[config.mk]
export PLATFORM = sky130hd
export DESIGN_NAME = page_run_allocator_unit
export DESIGN_NICKNAME = d
export VERILOG_FILES = /design/src/rtl/core/pra_pkg.sv /design/src/rtl/core/pra_tag_ram.sv /design/src/rtl/core/page_run_allocator_unit.sv
export SDC_FILE = /design/constraint.sdc
export NUM_CORES = 1
export LEC_CHECK = 0
export BUFFER_PORTS_ARGS = -buffer_cell sky130_fd_sc_hd__buf_2
export CAP_MARGIN = 40
export CELL_PAD_IN_SITES_DETAIL_PLACEMENT = 1
export CELL_PAD_IN_SITES_GLOBAL_PLACEMENT = 2
export CORE_ASPECT_RATIO = 0.75
export CORE_MARGIN = 3
export CORE_UTILIZATION = 51
export CTS_CLUSTER_DIAMETER = 80
export DETAILED_ROUTE_END_ITERATION = 16
export GPL_ROUTABILITY_DRIVEN = 0
export HOLD_SLACK_MARGIN = 0.06
export MAX_ROUTING_LAYER = met4
export PLACE_DENSITY = 0.95
export SLEW_MARGIN = 20
export SYNTH_ARGS = -nofsm -noshare
export SYNTH_HDL_FRONTEND = slang
export SYNTH_SLANG_ARGS = --single-unit
[constraint.sdc]
create_clock -name clk -period 15.5 [get_ports clk]
set_input_delay 1.55 -clock clk [delete_from_list [all_inputs] [get_ports clk]]
set_output_delay 1.55 -clock clk [all_outputs]
set_load 0.05 [all_outputs]
[src/rtl/core/pra_pkg.sv]
`timescale 1ns / 1ps
// ----------------------------------------------------------------------------
// pra_pkg: shared types and constants for the page run allocator
// Page tag type, opcodes, field widths and the neighbour-aware tag choice.
// ----------------------------------------------------------------------------
package pra_pkg;

	// field widths of the request and result words
	localparam int unsigned COUNT_W = 9;
	localparam int unsigned PAGE_W  = 8;

	// 2-bit page tag, zero means the page is free
	typedef logic [1:0] tag_t;

	localparam tag_t TAG_FREE = 2'd0;
	localparam tag_t TAG_ONE  = 2'd1;
	localparam tag_t TAG_TWO  = 2'd2;
	localparam tag_t TAG_THREE = 2'd3;

	// request opcodes
	localparam logic OP_ALLOC = 1'b0;
	localparam logic OP_FREE  = 1'b1;

	// pick a tag that differs from both the previous and the next page
	function automatic tag_t pick_tag(input tag_t prev, input tag_t next);
		tag_t res;
		case (prev)
			TAG_FREE:  res = (next == TAG_ONE) ? TAG_TWO : TAG_ONE;
			TAG_ONE:   res = (next == TAG_TWO) ? TAG_THREE : TAG_TWO;
			TAG_TWO:   res = (next == TAG_ONE) ? TAG_THREE : TAG_ONE;
			default:   res = (next == TAG_ONE) ? TAG_TWO : TAG_ONE;
		endcase
		return res;
	endfunction

endpackage

[src/rtl/core/pra_tag_ram.sv]
`timescale 1ns / 1ps
// ----------------------------------------------------------------------------
// pra_tag_ram: page tag memory
// One write port and one read port, read data registered.
// ----------------------------------------------------------------------------
module pra_tag_ram #(
	parameter int unsigned DEPTH = 256,
	parameter int unsigned AW    = 8
) (
	input  logic            clk,
	input  logic            we,
	input  logic [AW-1:0]   waddr,
	input  pra_pkg::tag_t   wdata,
	input  logic            re,
	input  logic [AW-1:0]   raddr,
	output pra_pkg::tag_t   rdata
);
	import pra_pkg::*;

	tag_t mem_q [DEPTH];
	tag_t rdata_q;

	// write port
	always_ff @(posedge clk) begin
		if (we) begin
			mem_q[waddr] <= wdata;
		end
	end

	// registered read port
	always_ff @(posedge clk) begin
		if (re) begin
			rdata_q <= mem_q[raddr];
		end
	end

	assign rdata = rdata_q;

endmodule

[src/rtl/core/page_run_allocator_unit.sv]
`timescale 1ns / 1ps
// ----------------------------------------------------------------------------
// page_run_allocator_unit: first-fit page run allocator
// Tags runs of free pages in a page map and frees runs by start page.
// ----------------------------------------------------------------------------
// After reset the block clears the page map, one page a cycle, while it
// takes no word. It then handles one word at a time. An allocate walks the
// single read port of the tag memory from page 0, one page a cycle, until
// the first fitting run ends, then writes the run one page a cycle. An
// allocate that finds no run, one that asks for more pages than the map
// holds, and a free beyond the map answer with success low. A free reads
// and clears its run one page a cycle. A finished result waits in an output
// register and does not hold back the next word; while that register still
// holds an untaken result, the next result waits and the block takes no
// word.
// ----------------------------------------------------------------------------
module page_run_allocator_unit #(
	parameter int unsigned PAGES = 256
) (
	input  logic                          clk,
	input  logic                          arst_n,
	input  logic                          in_valid,
	output logic                          in_stall,
	input  logic                          opcode,
	input  logic [pra_pkg::COUNT_W-1:0]   page_count,
	input  logic [pra_pkg::PAGE_W-1:0]    free_page,
	output logic                          out_valid,
	input  logic                          out_stall,
	output logic                          success,
	output logic [pra_pkg::PAGE_W-1:0]    first_page,
	output pra_pkg::tag_t                 tag
);
	import pra_pkg::*;

	localparam int unsigned IW = (PAGES > 1) ? $clog2(PAGES) : 1;
	localparam int unsigned CW = $clog2(PAGES + 1);
	localparam logic [IW-1:0] LAST_IDX   = IW'(PAGES - 1);
	localparam logic [CW-1:0] LAST_CNT   = CW'(PAGES - 1);
	localparam logic [CW-1:0] PAGES_CNT  = CW'(PAGES);

	// sequencer states
	localparam logic [2:0] S_CLEAR = 3'd0;
	localparam logic [2:0] S_IDLE  = 3'd1;
	localparam logic [2:0] S_SCAN  = 3'd2;
	localparam logic [2:0] S_NEXT  = 3'd3;
	localparam logic [2:0] S_FILL  = 3'd4;
	localparam logic [2:0] S_FREE  = 3'd5;
	localparam logic [2:0] S_RESP  = 3'd6;

	logic [2:0]           state_q;
	logic [CW-1:0]        addr_q;
	logic [IW-1:0]        chk_q;
	logic                 chk_vld_q;
	logic [COUNT_W-1:0]   run_q;
	logic [COUNT_W-1:0]   want_q;
	tag_t                 prev_q;
	logic [IW-1:0]        first_q;
	logic [IW-1:0]        end_q;
	logic [IW-1:0]        fill_q;
	tag_t                 new_tag_q;
	tag_t                 free_tag_q;
	logic                 free_first_q;
	logic                 res_ok_q;
	logic [PAGE_W-1:0]    res_page_q;
	tag_t                 res_tag_q;
	logic                 out_valid_q;
	logic                 success_q;
	logic [PAGE_W-1:0]    first_page_q;
	tag_t                 tag_q;

	logic                 ram_we;
	logic [IW-1:0]        ram_waddr;
	tag_t                 ram_wdata;
	logic                 ram_re;
	tag_t                 ram_rdata;
	logic [COUNT_W-1:0]   want_in;
	logic [COUNT_W-1:0]   run_inc;
	logic                 fit;
	tag_t                 next_tag;
	tag_t                 cur_free_tag;
	logic                 free_match;
	logic                 resp_load;

	// tag memory
	pra_tag_ram #(
		.DEPTH (PAGES),
		.AW    (IW)
	) u_ram (
		.clk   (clk),
		.we    (ram_we),
		.waddr (ram_waddr),
		.wdata (ram_wdata),
		.re    (ram_re),
		.raddr (addr_q[IW-1:0]),
		.rdata (ram_rdata)
	);

	// request decode and scan compare
	assign want_in      = (page_count == '0) ? COUNT_W'(1) : page_count;
	assign run_inc      = run_q + COUNT_W'(1);
	assign fit          = (ram_rdata == TAG_FREE) && (run_inc >= want_q);
	assign next_tag     = (end_q == LAST_IDX) ? TAG_FREE : ram_rdata;
	assign cur_free_tag = free_first_q ? ram_rdata : free_tag_q;
	assign free_match   = free_first_q || (ram_rdata == free_tag_q);

	// result moves to the output register when it is empty or being taken
	assign resp_load = (state_q == S_RESP) && (!out_valid_q || !out_stall);

	// read issue while walking the map
	assign ram_re = ((state_q == S_SCAN) || (state_q == S_FREE)) && (addr_q < PAGES_CNT);

	// write port select
	always_comb begin
		ram_we    = 1'b0;
		ram_waddr = addr_q[IW-1:0];
		ram_wdata = TAG_FREE;
		unique case (state_q)
			S_CLEAR: begin
				ram_we = 1'b1;
			end
			S_FILL: begin
				ram_we    = 1'b1;
				ram_waddr = fill_q;
				ram_wdata = new_tag_q;
			end
			S_FREE: begin
				ram_we    = chk_vld_q && free_match;
				ram_waddr = chk_q;
			end
			default: begin
				ram_we = 1'b0;
			end
		endcase
	end

	// sequencer
	always_ff @(posedge clk or negedge arst_n) begin
		if (!arst_n) begin
			state_q      <= S_CLEAR;
			addr_q       <= '0;
			chk_vld_q    <= 1'b0;
			free_first_q <= 1'b0;
			out_valid_q  <= 1'b0;
		end else begin
			chk_vld_q <= ram_re;
			chk_q     <= addr_q[IW-1:0];
			if (ram_re) begin
				addr_q <= addr_q + CW'(1);
			end
			// output register: load a result or drop a taken word
			if (resp_load) begin
				out_valid_q <= 1'b1;
			end else if (!out_stall) begin
				out_valid_q <= 1'b0;
			end
			unique case (state_q)
				// clearing pass after reset
				S_CLEAR: begin
					if (addr_q == LAST_CNT) begin
						addr_q  <= '0;
						state_q <= S_IDLE;
					end else begin
						addr_q <= addr_q + CW'(1);
					end
				end
				// take a request word
				S_IDLE: begin
					if (in_valid) begin
						if (opcode == OP_ALLOC) begin
							want_q <= want_in;
							run_q  <= '0;
							prev_q <= TAG_FREE;
							addr_q <= '0;
							if (32'(want_in) > PAGES) begin
								res_ok_q   <= 1'b0;
								res_page_q <= '0;
								res_tag_q  <= TAG_FREE;
								state_q    <= S_RESP;
							end else begin
								state_q <= S_SCAN;
							end
						end else begin
							res_page_q   <= free_page;
							free_first_q <= 1'b1;
							addr_q       <= CW'(free_page);
							if (32'(free_page) >= PAGES) begin
								res_ok_q  <= 1'b0;
								res_tag_q <= TAG_FREE;
								state_q   <= S_RESP;
							end else begin
								state_q <= S_FREE;
							end
						end
					end
				end
				// first-fit scan, one page a cycle
				S_SCAN: begin
					if (chk_vld_q) begin
						if (fit) begin
							first_q <= chk_q - IW'(run_q);
							end_q   <= chk_q;
							state_q <= S_NEXT;
						end else if (chk_q == LAST_IDX) begin
							res_ok_q   <= 1'b0;
							res_page_q <= '0;
							res_tag_q  <= TAG_FREE;
							state_q    <= S_RESP;
						end else if (ram_rdata == TAG_FREE) begin
							run_q <= run_inc;
						end else begin
							run_q  <= '0;
							prev_q <= ram_rdata;
						end
					end
				end
				// next page tag is in, choose the run tag
				S_NEXT: begin
					new_tag_q <= pick_tag(prev_q, next_tag);
					fill_q    <= first_q;
					state_q   <= S_FILL;
				end
				// write the run tag one page a cycle
				S_FILL: begin
					if (fill_q == end_q) begin
						res_ok_q   <= 1'b1;
						res_page_q <= PAGE_W'(first_q);
						res_tag_q  <= new_tag_q;
						state_q    <= S_RESP;
					end else begin
						fill_q <= fill_q + IW'(1);
					end
				end
				// walk and clear the run that shares the start tag
				S_FREE: begin
					if (chk_vld_q) begin
						free_first_q <= 1'b0;
						if (free_first_q) begin
							free_tag_q <= ram_rdata;
						end
						if (!free_match || (chk_q == LAST_IDX)) begin
							res_ok_q  <= 1'b1;
							res_tag_q <= cur_free_tag;
							state_q   <= S_RESP;
						end
					end
				end
				// hand the result to the output register
				S_RESP: begin
					if (resp_load) begin
						success_q    <= res_ok_q;
						first_page_q <= res_page_q;
						tag_q        <= res_tag_q;
						state_q      <= S_IDLE;
					end
				end
				default: begin
					state_q <= S_IDLE;
				end
			endcase
		end
	end

	// ports
	assign in_stall   = (state_q != S_IDLE);
	assign out_valid  = out_valid_q;
	assign success    = success_q;
	assign first_page = first_page_q;
	assign tag        = tag_q;

endmodule
Word-level counts from Yosys, hierarchy flattened

Memories as Yosys holds them, arrays and structs flattened. A register that Yosys moved wholly into a read port is not among the register bits.
Index checks and enable logic that the tools add are counted.

Divide/modulo/power cells: 0
Multiply operators: 0
Reductions and logical operators: 32
$add $sub $neg: 4
Magnitude comparators: 3
Bitwise operators: 1
Multiplexer cells: 79
Shift operators: 0
Equal/unequal tests: 34

Operator list:

| kind                | number |
|---|---|
| $mux 9              | 10 |
| $mux 8              | 9 |
| $mux 2              | 20 |
| $pmux 9 s2          | 2 |
| $mux 3              | 11 |
| $pmux 8 s2          | 2 |
| $ne 2x2->1 const B  | 13 |
| $pmux 8 s3          | 1 |
| $reduce_and 8->1    | 3 |
| $pmux 3 s7          | 1 |
| $add 9x1->9 const B | 2 |
| $mux 1              | 17 |
| $eq 8x8->1 const B  | 2 |
| $reduce_and 4->1    | 3 |
| $reduce_and 11->1   | 1 |
| $eq 3x3->1 const B  | 3 |
| $eq 9x8->1 const B  | 1 |
| $ge 9x9->1          | 1 |
| $gt 9x9->1 const B  | 1 |
| $logic_not 9->1     | 1 |
| $lt 9x9->1 const B  | 1 |
| $reduce_and 3->1    | 3 |
| $add 8x1->8 const B | 1 |
| $eq 8x8->1          | 1 |
| other kinds (26)    | 43 |

Output and inout bits: 13
Flip-flop bits (word level): 93
Bits in read-only memories: 0
Bits in latches: 0
Input port bits: 22
Memories kept: 1
Bits in writable memories: 512

Memories:

| name        | words | bits a word | read ports | clocked after Yosys merged registers in | wr ports | RTL line          | text |
|---|---|---|---|---|---|---|---|
| u_ram.mem_q | 256   | 2           | 1          | 1                                       | 1        | pra_tag_ram.sv:20 | `tag_t mem_q [DEPTH];` |

Logic depth before layout (Yosys ltp)

Gate-level depths: netlist of run 1.

Depth after elaboration: 7
Mapped depth: 15
Gate-level depth less buffers: 13

Modules after synthesis

A second synthesis of run 1 with hierarchy kept.

Cell total of the unflattened synthesis: 1702
Area, all modules: 26410.3 um^2

Modules (own cells, without submodules):

| module                  | cells an instance | instances | sequential area each (um^2) | area each (um^2) |
|---|---|---|---|---|
| pra_tag_ram             | 1242              | 1         | 15434.8                     | 21401.8 |
| page_run_allocator_unit | 460               | 1         | 2717.6                      | 5008.6 |

Worst setup path before layout of run 1

OpenSTA, ideal clock, no wires.

Kind: reg-to-reg
Start: register state_q[0]
End: memory u_ram.mem_q[0][0] (netlist bit) (data pin)
Path slack: 10.182 ns
Data arrival time: 4.442 ns
Data required time: 14.623 ns
Path buffers: 3
Setup time: 0.877 ns
Cell stages (with the launch flop): 6
Path through: dfrtp_1 > buf_2 > buf_2 > clkbuf_1 > nor2_1 > and3_1

Cells in the longest elaborated chain, start to end: 2

RTL lines:

| what                   | RTL line                       | text |
|---|---|---|
| start, declared        | page_run_allocator_unit.sv:50  | `logic [2:0] state_q;` |
| start signal, assigned | page_run_allocator_unit.sv:139 | `state_q <= S_CLEAR;` |
| start signal, assigned | page_run_allocator_unit.sv:161 | `state_q <= S_IDLE;` |
| start signal, assigned | page_run_allocator_unit.sv:178 | `state_q <= S_RESP;` |
| $eq 3x3->1             | page_run_allocator_unit.sv:117 | `unique case (state_q)` |
| $mux 2                 | page_run_allocator_unit.sv:117 |  |
| via ram_wdata[0]       | page_run_allocator_unit.sv:73  | `tag_t ram_wdata;` |
| end, declared          | pra_tag_ram.sv:20              |  |

The timed path passes the listed nets, and every way through them passes these cells.

Worst setup path in the final report of run 1

Start: register run_q[2]
End: register res_page_q[6], enable pin

Cells in the longest elaborated chain, start to end: 5

RTL lines:

| what                              | RTL line                       | text |
|---|---|---|
| start, declared                   | page_run_allocator_unit.sv:54  | `logic [COUNT_W-1:0] run_q;` |
| start signal, assigned            | page_run_allocator_unit.sv:209 | `run_q <= run_inc;` |
| $add 9x1->9                       | page_run_allocator_unit.sv:100 | `assign run_inc = run_q + COUNT_W'(1);` |
| via run_inc[7]                    | page_run_allocator_unit.sv:77  | `logic [COUNT_W-1:0] run_inc;` |
| $ge 9x9->1                        | page_run_allocator_unit.sv:101 | `assign fit = (ram_rdata == TAG_FREE) && (run_inc >= want_q);` |
| $logic_and 1x1->1                 | page_run_allocator_unit.sv:101 |  |
| $ne 2x2->1 (no source line)       | --                             |  |
| $reduce_and 8->1 (no source line) | --                             |  |
| end signal, assigned              | page_run_allocator_unit.sv:183 | `res_page_q <= free_page;` |
| end signal, assigned              | page_run_allocator_unit.sv:226 | `res_page_q <= PAGE_W'(first_q);` |
| end, declared                     | page_run_allocator_unit.sv:64  | `logic [PAGE_W-1:0] res_page_q;` |

The timed path passes the listed nets, and every way through them passes these cells.
A chain may end at the register's enable or synchronous reset.

==> results.md, run 1 <==
* Detailed placement HPWL at 46,700 um
* Clock sinks at 607
* Crit path max fanout at 5
* Worst path arrival time at 4.55 ns
* Die width at 268 um
* CTS resizes at 0
* Fin. Hold Viols at 0
* Post-synthesis register bit count at 607
* Synth Flop Type: edfxtp_1
* Max Cap Viol at 0
* Setup ws final at 11.29 ns
* PwrDens at 177 nW/um^2
* Hold Buf Count CTS at 0
* Most frequent cell after synthesis: edfxtp_1
* Post-DRT Antenna Nets at 0
* Core Box Area at 50,500 um^2
* Diodes inserted at 0
* Setup Viol. Count Final at 0
* Synthesized cell area at 26,200 um^2
* Worst R2R Setup Slack at 11.29 ns
* Sequential area share after synthesis at 0.692
* Post-Syn Instances at 1,697
* Pre-CTS setup slack at 11.09 ns
* Leakage at 9.44 nW
* Final #Nets at 1,779
* Register area at 18,200 um^2
* # IOs at 35
* Starting density of the core at 0.520
* Routed WL at 71,700 um
* Final Util at 0.576
* Post-synth EDFFs at 592
* Pre-Repair DR Iteration Count at 5
* Multi-input combinational cell area at 7300 um^2
* Total number of vias at 15,800
* Status: completed
* CP Capture Type: flip-flop
* First-pass GRT wire length at 107,000 um
* Async set-reset flop share out of synthesis at 0.0247
* Die area at 54,200 um^2
* CTS tree: yes
* Port bufs at 34
* P&R area growth vs syn at 10.9%
* Clock latency on the worst-skew pair at 0.64 ns
* Initial antenna violation count at 0
* DIE HEIGHT at 202 um
* Fraction of layout cells with a size suffix above 1 at 0.159
* Total GRT Usage at 0.274
* Clk buf depth at 3
* Vias in the first global route at 16,300
* Post-synth top area cell: edfxtp_1
* CTS clock-pin slew for the worst setup and hold paths at 0.07 ns
* Largest net degree at the start of global routing at 86
* Least-Margin Pin Slew at 0.912 ns
* DRC viols at 0
* Syn_nets at 1,743
* RSZ-0062 raised after global routing: false
* Total grt overflow at 0
* Setup TNS Final at 0 ns
* WL/cell at 29.4 um
* Via-per-instance ratio at 6.48
* Final period util at 0.272
* Critical path class: reg2reg
* Layout Skew at 0.0231 ns
* Slew Limit Fails at 0
* Share of the synthesized area in the top cell type at 0.678
* Synth cell types at 73
* Setup Buffers After CTS at 0
* Fill cell count at 4,584
* Top post-synthesis cells by count: 592 x edfxtp_1, 303 x nor2_1, 96 x mux4_2
* CTS root buf: clkbuf_16
* Slew HR at 0.390
* HP Class: reg2reg
* Yosys warning total at 0
* CP Data Required Time at 15.83 ns
* Initial DRC Count at 2,135
* Area contributors post-synth: edfxtp_1 68%, mux4_2 8.2%, nor2_1 4.3%
* Maximum clock rate at 0.237 GHz
* TritonCTS Buffers at 58
* # rows at 71
* Period minus WS final at 4.21 ns
* Startpoint Class: flip-flop
* Peak VDD IR at 0.103 mV
* # H-tree levels at 2
* Post-Syn Area per Cell at 15.5 um^2
[sequential cells by signal, indices dropped and copies added (netlist names), 9 cells and up]
name	cells
addr_q	9
run_q	9
u_ram.mem_q	512
want_q	9
[path summary, 6_finish.rpt]
path                                from             to  depth (start not counted)
max                             run_q[2]  res_page_q[6]                         13
min                        res_page_q[4]  first_page[4]                          0
max reg2reg                     run_q[2]  res_page_q[6]                         13
min reg2reg                res_page_q[4]  first_page[4]                          0
max in group asynchronous         arst_n      addr_q[0]                          1
min in group asynchronous         arst_n      addr_q[8]                          1
[power breakdown]
part / leakage (nW) / total (mW) / internal, mW / switching, mW
Combinational: 2.87 / 1.66 / 0.573 / 1.09
Sequential: 5.64 / 2.05 / 1.96 / 0.0909
Clock: 0.928 / 1.44 / 0.816 / 0.629
Total: 9.44 / 5.16 / 3.35 / 1.81
[logic make-up (layout without fill, tap and decap cells)]
family	count (synthesis)	after routing	synth area share
DFF	607	607	0.692
buffers and inverters	150	234	0.0301
muxes	167	167	0.117
and+or+nand+nor	502	502	0.0818
AOI/OAI and AO/OA	215	215	0.0563
adders and majority gates	24	24	0.0117
xor gates and xnor gates	32	32	0.0107
[layout by cell type (no fill, tap or decap), drive strengths merged, types with 12 or more instances in the layout]
master and instances:
edfxtp 592, nor2 305, mux4 108, buf 84
nand2 83, clkbuf 75, mux2i 55, a21oi 54
inv 43, o21ai 32, a22oi 28, nand3 27
clkinv 25, xnor2 24, ha 23, nor3 21
o221ai 15, dfrtp 15, a211oi 14, o22ai 13
and3 12
[critical path, stage by stage (launching register included)]
cell	delay [ns]
edfxtp_1	0.48
inv_1	0.13
nor4_1	0.56
nand4_1	0.20
xnor2_1	0.23
ha_1	0.29
nand3_1	0.11
o22ai_1	0.10
a211o_1	0.31
a21o_1	0.26
nand2_1	0.11
and4b_1	0.25
a21boi_0	0.59
buf_2	0.30
[metrics by stage]
step	hold slack [ns]	cells	total power, mW	instance area, um^2
2_1_floorplan	0.400	1697	3.16	26200
3_3_place_gp	0.401	2300	3.54	26800
3_5_place_dp	0.410	2314	3.65	27000
4_1_cts	0.424	2422	5.10	28900
5_1_grt	0.428	2438	5.33	29100
6_report	0.420	2438	5.16	29100
[cell type report]
class	instances	area share
clock buffer	74	0.0527
clock inverter	34	0.0121
inverter	41	0.00529
multi-input combinational	940	0.251
sequential	607	0.624
tap	657	0.0283
timing repair buffer	85	0.0265
[routing by layer]
layer  vias to the layer above  part of all wire  global-route usage
met5                         -                 0                   -
met4                         0             0.028              0.0753
met3                       153             0.084              0.0466
met2                       777              0.48               0.414
met1                      8266              0.41               0.389
li1                       6608                 -                   -
(Power assumes the default switching activity.)
==> inputs of run 2 (changes only) <==
- CORE_UTILIZATION: 51 -> 43
- PLACE_DENSITY: 0.95 -> 0.86
- clock period: 15.5 -> 3.82 ns (I/O delays scaled with it)
==> results.md, run 2 (synthesized netlist as in run 1, its figures left out) <==
* Peak VDD IR at 0.465 mV
* Layout Skew at 0.0316 ns
* CP Data Required Time at 4.15 ns
* P&R area growth vs syn at 11.8%
* DRC viols at 0
* CTS clock-pin slew for the worst setup and hold paths at 0.07 ns
* Max FFs per register at 512
* Initial DRC Count at 1,639
* Grt met2 use at 0.342
* DIE HEIGHT at 220 um
* Vias in the first global route at 16,300
* Period minus WS final at 3.36 ns
* Least-Margin Pin Slew at 0.836 ns
* CTS resizes at 0
* Total number of vias at 15,500
* Met3 Usage GRT at 0.0426
* Final Util at 0.492
* Worst path top cell family by delay: compound AO/OA/AOI/OAI gates
* Total GRT Usage at 0.223
* First-pass GRT wire length at 104,000 um
* # IOs at 35
* Worst path cell trace: inv_1 > nor4_1 > nand2_1 > xnor2_1 > ha_1 > a21oi_1 > o22ai_1 > a211o_1 > a21o_1 > nand2_1 > and4b_1 > a21boi_0 > buf_4
* Worst path arrival time at 3.69 ns
* Status: completed
* Clock latency on the worst-skew pair at 0.62 ns
* Detailed placement HPWL at 44,900 um
* Total grt overflow at 0
* Initial antenna violation count at 2
* CP Capture Type: flip-flop
* Setup TNS Final at 0 ns
* Slew Limit Fails at 0
* Setup Viol. Count Final at 0
* Die width at 291 um
* Clock sinks at 607
* Critical R2R Launch: run_q[2]
* Fraction of layout cells with a size suffix above 1 at 0.166
* CTS tree: yes
* Slew HR at 0.437
* Crit path max fanout at 8
* Final period util at 0.880
* RSZ-0062 raised after global routing: false
* Worst path slowest cell: nor4_1
* Most frequent cells in the layout: 592 x edfxtp_1, 303 x nor2_1, 96 x mux4_2, 82 x nand2_1, 59 x clkbuf_16
* Critical path class: reg2reg
* Final #Nets at 1,802
* Max Cap Viol at 0
* Most common cell after layout, fill and taps aside: edfxtp_1
* Largest net degree at the start of global routing at 108
* HP Class: in2reg
* Post-DRT Antenna Nets at 0
* RR Endpoint: res_page_q[5]
* Worst R2R Setup Slack at 0.46 ns
* Critical Path Start: run_q[2]
* Via-per-instance ratio at 5.97
* Largest Register: u_ram.mem_q
* Core Box Area at 59,600 um^2
* Starting density of the core at 0.440
* # H-tree levels at 2
* Maximum clock rate at 0.298 GHz
* Crit path capture: res_page_q[5]
* Pre-CTS setup slack at 0.492 ns
* Tot Pwr at 20.6 mW
* Bufs and invs on worst path at 2
* GRT busiest layer: met2
* WL/cell at 26.7 um
* Clk buf depth at 3
* Leakage at 9.48 nW
* Startpoint Class: flip-flop
* Fin. Hold Viols at 0
* TritonCTS Buffers at 58
* Worst path depth at 13
* # rows at 77
* CTS root buf: clkbuf_16
* Setup ws final at 0.459 ns
* Grt met1 use at 0.309
* Register-to-Register Path Depth at 13
* CP peak stage delay at 0.45 ns
* Port bufs at 34
* Routed WL at 69,200 um
* Cell mode on critical path: nand2_1
* Hold_sp: free_page[4]
* PwrDens at 704 nW/um^2
* Die area at 64,000 um^2
* Pre-Repair DR Iteration Count at 5
## run 2: cell types whose count changed in the layout (fill, tap and decap cells not counted), sizes merged
cell and delta:
clkinvlp +2, bufinv -1, clkbuf -1, buf +13, inv -2, diode +2
dlygate4sd3 +11
## run 2: worst min-delay path by stage
stage | endpoint | slack [ns] | cells after the start
final | addr_q[4] | 0.10 | 3
after global routing | addr_q[4] | 0.11 | 3
after CTS | addr_q[4] | 0.06 | 3
after detailed placement | first_page[5] | 0.41 | 0
after global placement | first_page[2] | 0.41 | 0
after floorplan | addr_q[0] | 0.09 | 0
## run 2: worst register-to-register path, delay by kind of cell (launching register included)
kind	cells	cell delay [ns]
compound gates	5	0.95
simple gates	4	0.91
flops	1	0.43
buf+inv	2	0.30
fa+ha+maj	1	0.28
xor+xnor	1	0.21
## run 2: final cells by class
cell class	count	area (um^2)
clock inverters	33	337
repair buffers	108	841
inverters	41	154
flip-flops and latches	607	18200
fillers	5708	30300
clock buffers	74	1540
well taps	790	988
diodes	2	5.00
multi-input cells	940	7300
## run 2: metal layers
| metal | vias to the layer above | wire (um) |
|---|---|---|
| li1 | 6628 | - |
| met1 | 8092 | 29900 |
| met2 | 676 | 32100 |
| met3 | 93 | 5730 |
| met4 | 0 | 1470 |
| met5 | - | 0 |
## run 2: power by group
part,leakage (nW),switching [mW],internal (mW)
Sequential,5.64,0.359,7.94
Combinational,2.91,4.29,2.30
Clock,0.921,2.50,3.26
## run 2: through the flow
step | instances | area, um^2 | hold WS [ns]
2_1_floorplan | 1697 | 26200 | 0.0864
3_3_place_gp | 2473 | 27300 | 0.406
3_5_place_dp | 2475 | 27300 | 0.411
4_1_cts | 2593 | 29300 | 0.0600
5_1_grt | 2595 | 29300 | 0.107
6_report | 2595 | 29300 | 0.103
## run 2: repair_timing
| item | 4_1_cts | 5_1_grt |
|---|---|---|
| endpoints found under the hold margin | 25 | 0 |
| buffers inserted | 0 | 0 |
| hold buffers | 11 | 0 |
